**src/hw/rtl/srfp_pkg.sv**
```systemverilog
package srfp_pkg;

    // input item kinds
    localparam logic [1:0] KIND_START = 2'd0;
    localparam logic [1:0] KIND_BYTE  = 2'd1;
    localparam logic [1:0] KIND_TICK  = 2'd2;

    // configuration register indexes
    localparam logic [1:0] CFG_REPLY_HEADER       = 2'd0;
    localparam logic [1:0] CFG_MAX_COMMAND_ID     = 2'd1;
    localparam logic [1:0] CFG_MAX_CONTENT_LENGTH = 2'd2;
    localparam logic [1:0] CFG_TIMEOUT_TICKS      = 2'd3;

    localparam logic [15:0] RST_REPLY_HEADER       = 16'd7173;
    localparam logic [7:0]  RST_MAX_COMMAND_ID     = 8'd255;
    localparam logic [7:0]  RST_MAX_CONTENT_LENGTH = 8'd250;
    localparam logic [15:0] RST_TIMEOUT_TICKS      = 16'd100;

    localparam logic RES_CONTENT = 1'b0;
    localparam logic RES_STATUS  = 1'b1;

    typedef enum logic [2:0] {
        ST_OK       = 3'd0,
        ST_CHECKSUM = 3'd1,
        ST_TOOBIG   = 3'd2,
        ST_UNKNOWN  = 3'd3,
        ST_TIMEOUT  = 3'd4
    } t_status;

    typedef enum logic [5:0] {
        PH_IDLE     = 6'b000001,
        PH_HEADER   = 6'b000010,
        PH_COMMAND  = 6'b000100,
        PH_LENGTH   = 6'b001000,
        PH_CONTENT  = 6'b010000,
        PH_CHECKSUM = 6'b100000
    } t_phase;

    typedef struct packed {
        logic [15:0] reply_header;
        logic [7:0]  max_command_id;
        logic [7:0]  max_content_length;
        logic [15:0] timeout_ticks;
    } t_cfg;

    typedef struct packed {
        logic       result_kind;
        logic [7:0] content_byte;
        logic [7:0] content_index;
        logic [7:0] command_id;
        logic [7:0] content_length;
        logic [2:0] frame_status;
        logic       last;
    } t_result;

endpackage

```
**src/hw/rtl/servo_response_frame_parser.sv**
```systemverilog
// channel   direction  handshake          payload
// input     in         i_valid / o_stall  i_kind, i_rx_byte
// result    out        o_valid / i_stall  o_result_kind .. o_last
// config    in         i_cfg_we           i_cfg_index, i_cfg_data
//
// one beat per cycle sustained while no beat waits for the result register; a result goes
// through the input register, then parse logic into the result register
// synchronous active-low reset clears the parser state and loads register defaults
// a beat that gives no result moves on even while a result is held by i_stall;
// a beat that gives a result waits in the input register until the result register frees
module servo_response_frame_parser
    import srfp_pkg::*;
(
    input  logic        i_clk,
    input  logic        i_rst_n,
    input  logic        i_valid,
    output logic        o_stall,
    input  logic [1:0]  i_kind,
    input  logic [7:0]  i_rx_byte,
    output logic        o_valid,
    input  logic        i_stall,
    output logic        o_result_kind,
    output logic [7:0]  o_content_byte,
    output logic [7:0]  o_content_index,
    output logic [7:0]  o_command_id,
    output logic [7:0]  o_content_length,
    output logic [2:0]  o_frame_status,
    output logic        o_last,
    input  logic        i_cfg_we,
    input  logic [1:0]  i_cfg_index,
    input  logic [15:0] i_cfg_data
);

    t_cfg       cfg;
    logic       r_in_valid;
    logic       n_in_valid;
    logic [1:0] r_in_kind;
    logic [7:0] r_in_byte;
    logic       has_result;
    t_result    core_result;
    logic       out_free;
    logic       advance;
    logic       accept;
    t_result    out_result;

    srfp_cfg u_cfg (
        .i_clk       (i_clk),
        .i_rst_n     (i_rst_n),
        .i_cfg_we    (i_cfg_we),
        .i_cfg_index (i_cfg_index),
        .i_cfg_data  (i_cfg_data),
        .o_cfg       (cfg)
    );

    assign advance    = r_in_valid && (!has_result || out_free);
    assign o_stall    = r_in_valid && !advance;
    assign accept     = i_valid && !o_stall;
    assign n_in_valid = accept || (r_in_valid && !advance);

    always_ff @(posedge i_clk) begin
        if (!i_rst_n) begin
            r_in_valid <= 1'b0;
        end else begin
            r_in_valid <= n_in_valid;
        end
    end

    always_ff @(posedge i_clk) begin
        if (accept) begin
            r_in_kind <= i_kind;
            r_in_byte <= i_rx_byte;
        end
    end

    srfp_core u_core (
        .i_clk        (i_clk),
        .i_rst_n      (i_rst_n),
        .i_cfg        (cfg),
        .i_step       (advance),
        .i_kind       (r_in_kind),
        .i_rx_byte    (r_in_byte),
        .o_has_result (has_result),
        .o_result     (core_result)
    );

    srfp_out u_out (
        .i_clk    (i_clk),
        .i_rst_n  (i_rst_n),
        .i_load   (advance && has_result),
        .i_result (core_result),
        .i_stall  (i_stall),
        .o_free   (out_free),
        .o_valid  (o_valid),
        .o_result (out_result)
    );

    assign o_result_kind    = out_result.result_kind;
    assign o_content_byte   = out_result.content_byte;
    assign o_content_index  = out_result.content_index;
    assign o_command_id     = out_result.command_id;
    assign o_content_length = out_result.content_length;
    assign o_frame_status   = out_result.frame_status;
    assign o_last           = out_result.last;

endmodule

```
**src/hw/rtl/srfp_cfg.sv**
```systemverilog
module srfp_cfg
    import srfp_pkg::*;
(
    input  logic        i_clk,
    input  logic        i_rst_n,
    input  logic        i_cfg_we,
    input  logic [1:0]  i_cfg_index,
    input  logic [15:0] i_cfg_data,
    output t_cfg        o_cfg
);

    t_cfg r_cfg;
    t_cfg n_cfg;

    always_comb begin
        n_cfg = r_cfg;
        if (i_cfg_we) begin
            case (i_cfg_index)
                CFG_REPLY_HEADER:       n_cfg.reply_header       = i_cfg_data;
                CFG_MAX_COMMAND_ID:     n_cfg.max_command_id     = i_cfg_data[7:0];
                CFG_MAX_CONTENT_LENGTH: n_cfg.max_content_length = i_cfg_data[7:0];
                CFG_TIMEOUT_TICKS:      n_cfg.timeout_ticks      = i_cfg_data;
                default:                n_cfg = r_cfg;
            endcase
        end
    end

    always_ff @(posedge i_clk) begin
        if (!i_rst_n) begin
            r_cfg.reply_header       <= RST_REPLY_HEADER;
            r_cfg.max_command_id     <= RST_MAX_COMMAND_ID;
            r_cfg.max_content_length <= RST_MAX_CONTENT_LENGTH;
            r_cfg.timeout_ticks      <= RST_TIMEOUT_TICKS;
        end else begin
            r_cfg <= n_cfg;
        end
    end

    assign o_cfg = r_cfg;

endmodule

```
**src/hw/rtl/srfp_core.sv**
```systemverilog
module srfp_core
    import srfp_pkg::*;
(
    input  logic       i_clk,
    input  logic       i_rst_n,
    input  t_cfg       i_cfg,
    input  logic       i_step,
    input  logic [1:0] i_kind,
    input  logic [7:0] i_rx_byte,
    output logic       o_has_result,
    output t_result    o_result
);

    t_phase      r_phase,          n_phase;
    logic        r_header_low_seen, n_header_low_seen;
    logic [7:0]  r_held_command,   n_held_command;
    logic [7:0]  r_held_length,    n_held_length;
    logic [7:0]  r_bytes_received, n_bytes_received;
    logic [7:0]  r_running_sum,    n_running_sum;
    logic [15:0] r_ticks_left,     n_ticks_left;

    logic        has_result;
    t_result     res;
    logic [7:0]  cnt_inc;
    logic [15:0] ticks_dec;

    assign cnt_inc   = r_bytes_received + 8'd1;
    assign ticks_dec = (r_ticks_left != 16'd0) ? (r_ticks_left - 16'd1) : 16'd0;

    always_comb begin
        n_phase           = r_phase;
        n_header_low_seen = r_header_low_seen;
        n_held_command    = r_held_command;
        n_held_length     = r_held_length;
        n_bytes_received  = r_bytes_received;
        n_running_sum     = r_running_sum;
        n_ticks_left      = r_ticks_left;
        has_result        = 1'b0;
        res               = '0;

        case (i_kind)
            KIND_START: begin
                n_phase           = PH_HEADER;
                n_header_low_seen = 1'b0;
                n_held_command    = 8'd0;
                n_held_length     = 8'd0;
                n_bytes_received  = 8'd0;
                n_running_sum     = 8'd0;
                n_ticks_left      = i_cfg.timeout_ticks;
            end
            KIND_BYTE: begin
                case (r_phase)
                    PH_HEADER: begin
                        if (!r_header_low_seen) begin
                            if (i_rx_byte == i_cfg.reply_header[7:0]) begin
                                n_header_low_seen = 1'b1;
                            end
                        end else begin
                            // a wrong second byte restarts the search, not retried
                            n_header_low_seen = 1'b0;
                            if (i_rx_byte == i_cfg.reply_header[15:8]) begin
                                n_running_sum = i_cfg.reply_header[7:0] + i_rx_byte;
                                n_phase       = PH_COMMAND;
                            end
                        end
                    end
                    PH_COMMAND: begin
                        n_held_command = i_rx_byte;
                        if (i_rx_byte > i_cfg.max_command_id) begin
                            has_result         = 1'b1;
                            res.result_kind    = RES_STATUS;
                            res.frame_status   = ST_UNKNOWN;
                            res.last           = 1'b1;
                            n_phase            = PH_IDLE;
                            n_ticks_left       = 16'd0;
                        end else begin
                            n_running_sum = r_running_sum + i_rx_byte;
                            n_phase       = PH_LENGTH;
                        end
                    end
                    PH_LENGTH: begin
                        n_held_length = i_rx_byte;
                        if (i_rx_byte > i_cfg.max_content_length) begin
                            has_result         = 1'b1;
                            res.result_kind    = RES_STATUS;
                            res.frame_status   = ST_TOOBIG;
                            res.last           = 1'b1;
                            n_phase            = PH_IDLE;
                            n_ticks_left       = 16'd0;
                        end else begin
                            n_running_sum    = r_running_sum + i_rx_byte;
                            n_bytes_received = 8'd0;
                            // zero length skips straight to the checksum
                            n_phase = (i_rx_byte == 8'd0) ? PH_CHECKSUM : PH_CONTENT;
                        end
                    end
                    PH_CONTENT: begin
                        has_result        = 1'b1;
                        res.result_kind   = RES_CONTENT;
                        res.content_byte  = i_rx_byte;
                        res.content_index = r_bytes_received;
                        n_running_sum     = r_running_sum + i_rx_byte;
                        n_bytes_received  = cnt_inc;
                        if (cnt_inc == r_held_length) begin
                            n_phase = PH_CHECKSUM;
                        end
                    end
                    PH_CHECKSUM: begin
                        has_result       = 1'b1;
                        res.result_kind  = RES_STATUS;
                        res.frame_status = (i_rx_byte == r_running_sum) ? ST_OK : ST_CHECKSUM;
                        res.last         = 1'b1;
                        n_phase          = PH_IDLE;
                        n_ticks_left     = 16'd0;
                    end
                    default: begin
                        n_phase = r_phase;
                    end
                endcase
            end
            KIND_TICK: begin
                if (r_phase != PH_IDLE) begin
                    n_ticks_left = ticks_dec;
                    if (ticks_dec == 16'd0) begin
                        has_result       = 1'b1;
                        res.result_kind  = RES_STATUS;
                        res.frame_status = ST_TIMEOUT;
                        res.last         = 1'b1;
                        n_phase          = PH_IDLE;
                    end
                end
            end
            default: begin
                has_result = 1'b0;
            end
        endcase

        res.command_id     = n_held_command;
        res.content_length = n_held_length;
    end

    always_ff @(posedge i_clk) begin
        if (!i_rst_n) begin
            r_phase           <= PH_IDLE;
            r_header_low_seen <= 1'b0;
            r_held_command    <= 8'd0;
            r_held_length     <= 8'd0;
            r_bytes_received  <= 8'd0;
            r_running_sum     <= 8'd0;
            r_ticks_left      <= 16'd0;
        end else if (i_step) begin
            r_phase           <= n_phase;
            r_header_low_seen <= n_header_low_seen;
            r_held_command    <= n_held_command;
            r_held_length     <= n_held_length;
            r_bytes_received  <= n_bytes_received;
            r_running_sum     <= n_running_sum;
            r_ticks_left      <= n_ticks_left;
        end
    end

    assign o_has_result = has_result;
    assign o_result     = res;

`ifndef SYNTHESIS
    a_last_goes_idle: assert property (@(posedge i_clk) disable iff (!i_rst_n)
        i_step && has_result && res.last |=> r_phase == PH_IDLE)
        else $error("frame end did not return to idle");

    a_index_in_range: assert property (@(posedge i_clk) disable iff (!i_rst_n)
        has_result && res.result_kind == RES_CONTENT |-> res.content_index < r_held_length)
        else $error("content index beyond declared length");

    a_idle_no_ticks: assert property (@(posedge i_clk) disable iff (!i_rst_n)
        r_phase == PH_IDLE |-> r_ticks_left == 16'd0)
        else $error("timeout count left running while idle");
`endif

endmodule

```
**src/hw/rtl/srfp_out.sv**
```systemverilog
module srfp_out
    import srfp_pkg::*;
(
    input  logic    i_clk,
    input  logic    i_rst_n,
    input  logic    i_load,
    input  t_result i_result,
    input  logic    i_stall,
    output logic    o_free,
    output logic    o_valid,
    output t_result o_result
);

    logic    r_valid;
    logic    n_valid;
    t_result r_result;

    assign o_free  = !r_valid || !i_stall;
    assign n_valid = i_load || (r_valid && i_stall);

    always_ff @(posedge i_clk) begin
        if (!i_rst_n) begin
            r_valid <= 1'b0;
        end else begin
            r_valid <= n_valid;
        end
    end

    always_ff @(posedge i_clk) begin
        if (i_load) begin
            r_result <= i_result;
        end
    end

    assign o_valid  = r_valid;
    assign o_result = r_result;

endmodule

```
**config.mk**
```make
export PLATFORM = sky130hd
export DESIGN_NAME = servo_response_frame_parser
export DESIGN_NICKNAME = d
export VERILOG_FILES = /design/src/hw/rtl/srfp_pkg.sv /design/src/hw/rtl/servo_response_frame_parser.sv /design/src/hw/rtl/srfp_cfg.sv /design/src/hw/rtl/srfp_core.sv /design/src/hw/rtl/srfp_out.sv
export SDC_FILE = /design/constraint.sdc
export NUM_CORES = 1
export LEC_CHECK = 0
export BUFFER_PORTS_ARGS = -buffer_cell sky130_fd_sc_hd__buf_2
export CORE_AREA = 3 3 133 135
export CTS_BUF_LIST = sky130_fd_sc_hd__clkbuf_2
export CTS_CLUSTER_SIZE = 10
export DETAILED_ROUTE_END_ITERATION = 12
export DIE_AREA = 0 0 136 138
export PLACE_DENSITY = 0.67
export SLEW_MARGIN = 10
export SYNTH_ARGS = -nofsm -noshare
export SYNTH_HDL_FRONTEND = slang
export SYNTH_SLANG_ARGS = --single-unit
```
**constraint.sdc**
```tcl
create_clock -name i_clk -period 14.75 [get_ports i_clk]
set_input_delay 3.6875 -clock i_clk [delete_from_list [all_inputs] [get_ports i_clk]]
set_output_delay 3.6875 -clock i_clk [all_outputs]
set_load 0.02 [all_outputs]
```
# Word-level counts from Yosys, hierarchy flattened
# Index checks and enable logic that the tools add are counted.
[word_totals] reg_bits=152 out_inout_bits=39 wordCells=137 input_bits=33
[classes] n_reduce_logical=32 order_cmp=2 addsub=4 muxes=48 eq_ne=29
[ops] operator="case mux 16 bit (3 select lines)" count=2
[ops] operator="case mux 8 bit (2 select lines)" count=5
[ops] operator="2-to-1 mux 16 bit" count=4
[ops] operator="2-to-1 mux 8 bit" count=7
[ops] operator="2-to-1 mux 6 bit" count=7
[ops] operator="== test 8 bit" count=4
[ops] operator="case mux 8 bit (4 select lines)" count=1
[ops] operator="case mux 6 bit (5 select lines)" count=1
[ops] operator="case mux 6 bit (3 select lines)" count=1
[ops] operator="adder 8 bit" count=2
[ops] operator="greater-than comparator 8 bit" count=2
[ops] operator="zero test 16 bit" count=1
[ops] operator="nonzero test 16 bit" count=1
[ops] operator="subtractor 16 x 1 -> 16 bit, second input constant" count=1
[ops] operator="inequality test 3 x 2 -> 1 bit, second input constant" count=5
[ops] operator="2-to-1 mux 4 bit" count=3
[ops] operator="case mux 4 bit (3 select lines)" count=1
[ops] operator="AND reduction 2 bit" count=5
[ops] operator="inequality test 3 bit, second input constant" count=3
[ops] operator="adder 8 x 1 -> 8 bit, second input constant" count=1
[ops] operator="zero test 8 bit" count=1
[ops] operator="2-to-1 mux 1 bit" count=8
[ops] operator="case mux 4 bit (2 select lines)" count=1
[ops] operator="AND reduction 8 bit" count=1
[ops] operator="27 further kinds" count=47

# Depth between registers and ports, before layout
[depth] word_depth=14 depth_mapped=15 mapped_depth_nobuf=14

# Cells and area by module
# From an unflattened synthesis, not the netlist that was laid out.
[hier_totals] hier_cells=867 hier_area_um2=8184.1
[by_module_without_submodules] mod="srfp_core" cells_each=616 seq_area_each_um2=1101.1 area_per_inst_um2=4692.0 n_inst=1
[by_module_without_submodules] mod="srfp_cfg" cells_each=193 seq_area_each_um2=960.9 area_per_inst_um2=1985.7 n_inst=1
[by_module_without_submodules] mod="srfp_out" cells_each=41 seq_area_each_um2=1131.1 area_per_inst_um2=1146.1 n_inst=1
[by_module_without_submodules] mod="servo_response_frame_parser" cells_each=17 seq_area_each_um2=320.3 area_per_inst_um2=360.3 n_inst=1

# Worst setup path before layout
# Ideal clock, no wire load.
[synth_timing] path_kind="input to output" from="in i_stall" to="out o_stall" t_required_ps=11062 path_buffers=0 path_slack_ps=6895 cell_stages=2 t_arrival_ps=4167 path_cell_list="nand2_1 > nor2_1"
[synth_between] elab_chain_len=6
[synth_rtl] element="start, declared" line_no="servo_response_frame_parser.sv:21" rtl="input logic i_stall,"
[synth_rtl] element="zero test 1 bit" line_no="srfp_out.sv:18" rtl="assign o_free = !r_valid || !i_stall;"
[synth_rtl] element="logical OR 1 bit" line_no="srfp_out.sv:18"
[synth_rtl] element="logical OR 1 bit" line_no="servo_response_frame_parser.sv:55" rtl="assign advance = r_in_valid && (!has_result || out_free);"
[synth_rtl] element="logical AND 1 bit" line_no="servo_response_frame_parser.sv:55"
[synth_rtl] element="zero test 1 bit" line_no="servo_response_frame_parser.sv:56" rtl="assign o_stall = r_in_valid && !advance;"
[synth_rtl] element="logical AND 1 bit" line_no="servo_response_frame_parser.sv:56"
[synth_rtl] element="end, declared" line_no="servo_response_frame_parser.sv:17" rtl="output logic o_stall,"
# Every way passes these cells.

# Final worst setup path
# Same ends and word-level chain as after synthesis.

==> results.tsv <==
stage	metric	value	unit
worst_setup_path	r2r endpoint	r_in_kind[0]	
timing	final hold violations	0	
grt	number of global-route vias before repair	6447	
cells_and_area	most common cell after layout, fill and taps aside	nand2_1	
grt	largest net degree at the start of global routing	93	
worst_setup_path	r2r setup slk	10.34	ns
clocking	hold_buf cts	0	
synthesis	Distinct cells, synth	74	
synthesis	xor/xnor cell area share of the yosys netlist	4.70	%
synthesis	Avg Cell Area, Syn	8.56	um2
routing	DRT iter0 DRCs	538	
synthesis	Post-Syn Area	8200	um2
cells_and_area	most frequent cells in the layout	150 x nand2_1, 105 x dfxtp_1, 71 x buf_2, 60 x nand3_1, 55 x o21ai_0	
cells_and_area	Final Util	53.4	%
worst_setup_path	CP endpoint kind	primary output	
worst_hold_path	worst min path class	register to register	
clocking	CTS root buf	clkbuf_2	
floorplan	Die W	136	um
routing	via/cell ratio	5.72	
routing	Via Count	6981	
power	Max VDD drop	0.0000458	V
synthesis	main combinational cell family by area after synthesis	simple AND/OR/NAND/NOR gates	
clocking	Clock Path Buffers	2	
synthesis	Post-Synth Adder-Cell Area	4.67	%
worst_setup_path	Req. time, crit path	11.06	ns
power	P_leak	3.51	nW
synthesis	Post-Syn Instances	958	
routing	DR WL/cell	16.8	um
worst_setup_path	reg2reg start	u_core.r_ticks_left[0]	
floorplan	Die Ht	138	um
clocking	post-cts gate resize count	0	
worst_setup_path	Critical Path AT	4.29	ns
place	port bufs	71	
floorplan	num ports	72	
routing	Initial DRT Pass Iterations	5	
routing	ANT nets after route	0	
worst_setup_path	worst reg-to-reg path cell count	10	
timing	RSZ-0062 raised after global routing	no	
timing	final setup violation count	0	
worst_hold_path	Worst Hold Depth	2	
clocking	Clock Sinks	151	
place	gp weighted congestion	0.900	
timing	Setup TNS Final	0	ns
worst_setup_path	critical path class	input port to primary output	
synthesis	simple-gate share of the synthesized area	21.7	%
floorplan	number of placement rows	47	
cells_and_area	post-route design area	8860	um2
clocking	CTS tree	built	
synthesis	register bit count reported by yosys	151	
place	Detail Placement HPWL	14.4	mm
cells_and_area	area grow syn2layout	8.10	%
flow_run	maxcap violations	0	
worst_hold_path	Hold Path Sink	u_cfg.o_cfg[9]	
power	power density over the cells	92.1	nW/um2
floorplan	core box area	16600	um2
synthesis	asr flop ratio synth	0	%
grt	initial antenna violation count	1	
synthesis	Synth Area in Compound Gates	17.8	%
clocking	Clk Latency, worst-skew pair	0.72	ns
clocking	Worst-path clk slew	0.22	ns
clocking	setup bufs post-CTS	0	
synthesis	predominant post-synthesis flop cell	dfxtp_1	
worst_setup_path	startpoint types	input port	
timing	Final Slew Violations	0	
synthesis	Seq/Total Area, Yosys	42.5	%
synthesis	post-synthesis mux area share	2.67	%
grt	Total GRT Usage	22.3	%
timing	final worst-path cycle share	54.1	%
outcome	outcome	complete, no violations	
synthesis	Synth Warn #	0	
synthesis	Post-synth EDFFs	46	
clocking	cts bufs inserted	17	
routing	Final Routed Wirelength	20.5	mm
cells_and_area	layout cells sized above 1	13.3	%
timing	Fmax	125	MHz
worst_setup_path	Worst Path Max Fanout	5	
timing	relative slew slack	23.6	%
timing	clock skew	0.0271	ns
place	dpl cell area	8590	um2
grt	first-pass GRT wire length	33.7	mm
power	Power Total	0.000817	W
floorplan	Initial Utilization	49.4	%
grt	grt total ovfl	0	
timing	Final min period	7.98	ns
cells_and_area	# nets final	1049	
timing	worst-margin pin slew	1.14	ns
routing	# DRC	0	
clocking	H-Tree Depth	4	
floorplan	area of the die	18800	um2
worst_hold_path	min-delay src	u_cfg.o_cfg[9]	
synthesis	Mapped Nets	1021	
routing by layer:
metal / routed length, um / part of all wire, % / up-vias / GRT usage [%]
li1: - / - / 3473 / -
met1: 9750 / 48 / 3257 / 32.3
met2: 9040 / 44 / 215 / 33.3
met3: 1220 / 5.9 / 36 / 4.03
met4: 505 / 2.5 / 0 / 8.12
met5: 0 / 0 / - / 0
logic make-up (layout without fill, tap and decap cells):
| kind of cell | after synthesis | count (layout) |
|---|---|---|
| buf+inv | 123 | 164 |
| compound gates | 220 | 220 |
| xor+xnor | 44 | 44 |
| other cells | 0 | 1 |
| flops | 151 | 151 |
| fa+ha+maj | 30 | 30 |
| mux | 21 | 21 |
| simple gates | 369 | 369 |
worst max path at each step:
stage,slack (ns),to,from
global placement,6.80,o_stall,i_stall
floorplan,6.90,o_stall,i_stall
CTS,6.78,o_stall,i_stall
global route,6.67,o_stall,i_stall
finish,6.77,o_stall,i_stall
detailed placement,6.78,o_stall,i_stall
Yosys cell counts, types with 7 or more instances:
cell,number,area (um2)
nor4_1,15,93.8
and2_1,13,81.3
nor2b_1,11,68.8
nand4_1,9,56.3
ha_1,29,363
mux2_2,7,78.8
o22ai_1,13,81.3
a211oi_1,12,90.1
xnor2_1,25,219
inv_1,54,203
nor3_1,23,115
xor2_1,19,166
o21ai_0,55,275
dfxtp_1,105,2100
nand3_1,60,300
nand2_1,150,563
a21oi_1,49,245
clkbuf_1,53,199
mux2i_1,14,140
o211ai_1,21,158
nor2_1,43,161
edfxtp_1,46,1380
layout make-up:
cell class | count | area [um2]
inverters | 56 | 210
flip-flops and latches | 151 | 3480
diodes | 1 | 2.50
clock inverters | 14 | 178
repair buffers | 76 | 393
well taps | 220 | 275
clock buffers | 18 | 90.1
multi-input cells | 684 | 4230
fillers | 1603 | 7720
per-stage QoR:
step | cells | setup WS, ns | hold WS [ns]
4_1_cts | 1219 | 6.78 | 0.473
3_3_place_gp | 1187 | 6.80 | 0.439
6_report | 1220 | 6.77 | 0.470
2_1_floorplan | 958 | 6.90 | 0.429
5_1_grt | 1220 | 6.67 | 0.492
3_5_place_dp | 1187 | 6.78 | 0.448
state kept, by name, indices dropped and copies added, names as in the netlist:
signal                    count
u_cfg.o_cfg                  48
u_out.o_result               36
u_core.r_ticks_left          16
r_in_byte                     8
u_core.r_bytes_received       8
u_core.r_held_command         8
u_core.r_held_length          8
u_core.r_running_sum          8
u_core.r_phase                6
r_in_kind                     2
r_in_valid                    1
u_core.r_header_low_seen      1
u_out.o_valid                 1
critical path: stages:
cell and delay (ns):
buf_2 0.08, nand2_1 0.11, nor2_1 0.20, buf_2 0.20
power by group:
group | internal (W) | leakage, nW | total [W] | switching [W]
Sequential | 0.000436 | 1.32 | 0.000448 | 0.0000121
Clock | 0.000111 | 0.167 | 0.000262 | 0.000151
Combinational | 0.0000409 | 2.02 | 0.000106 | 0.0000649
(Power assumes the default switching activity.)
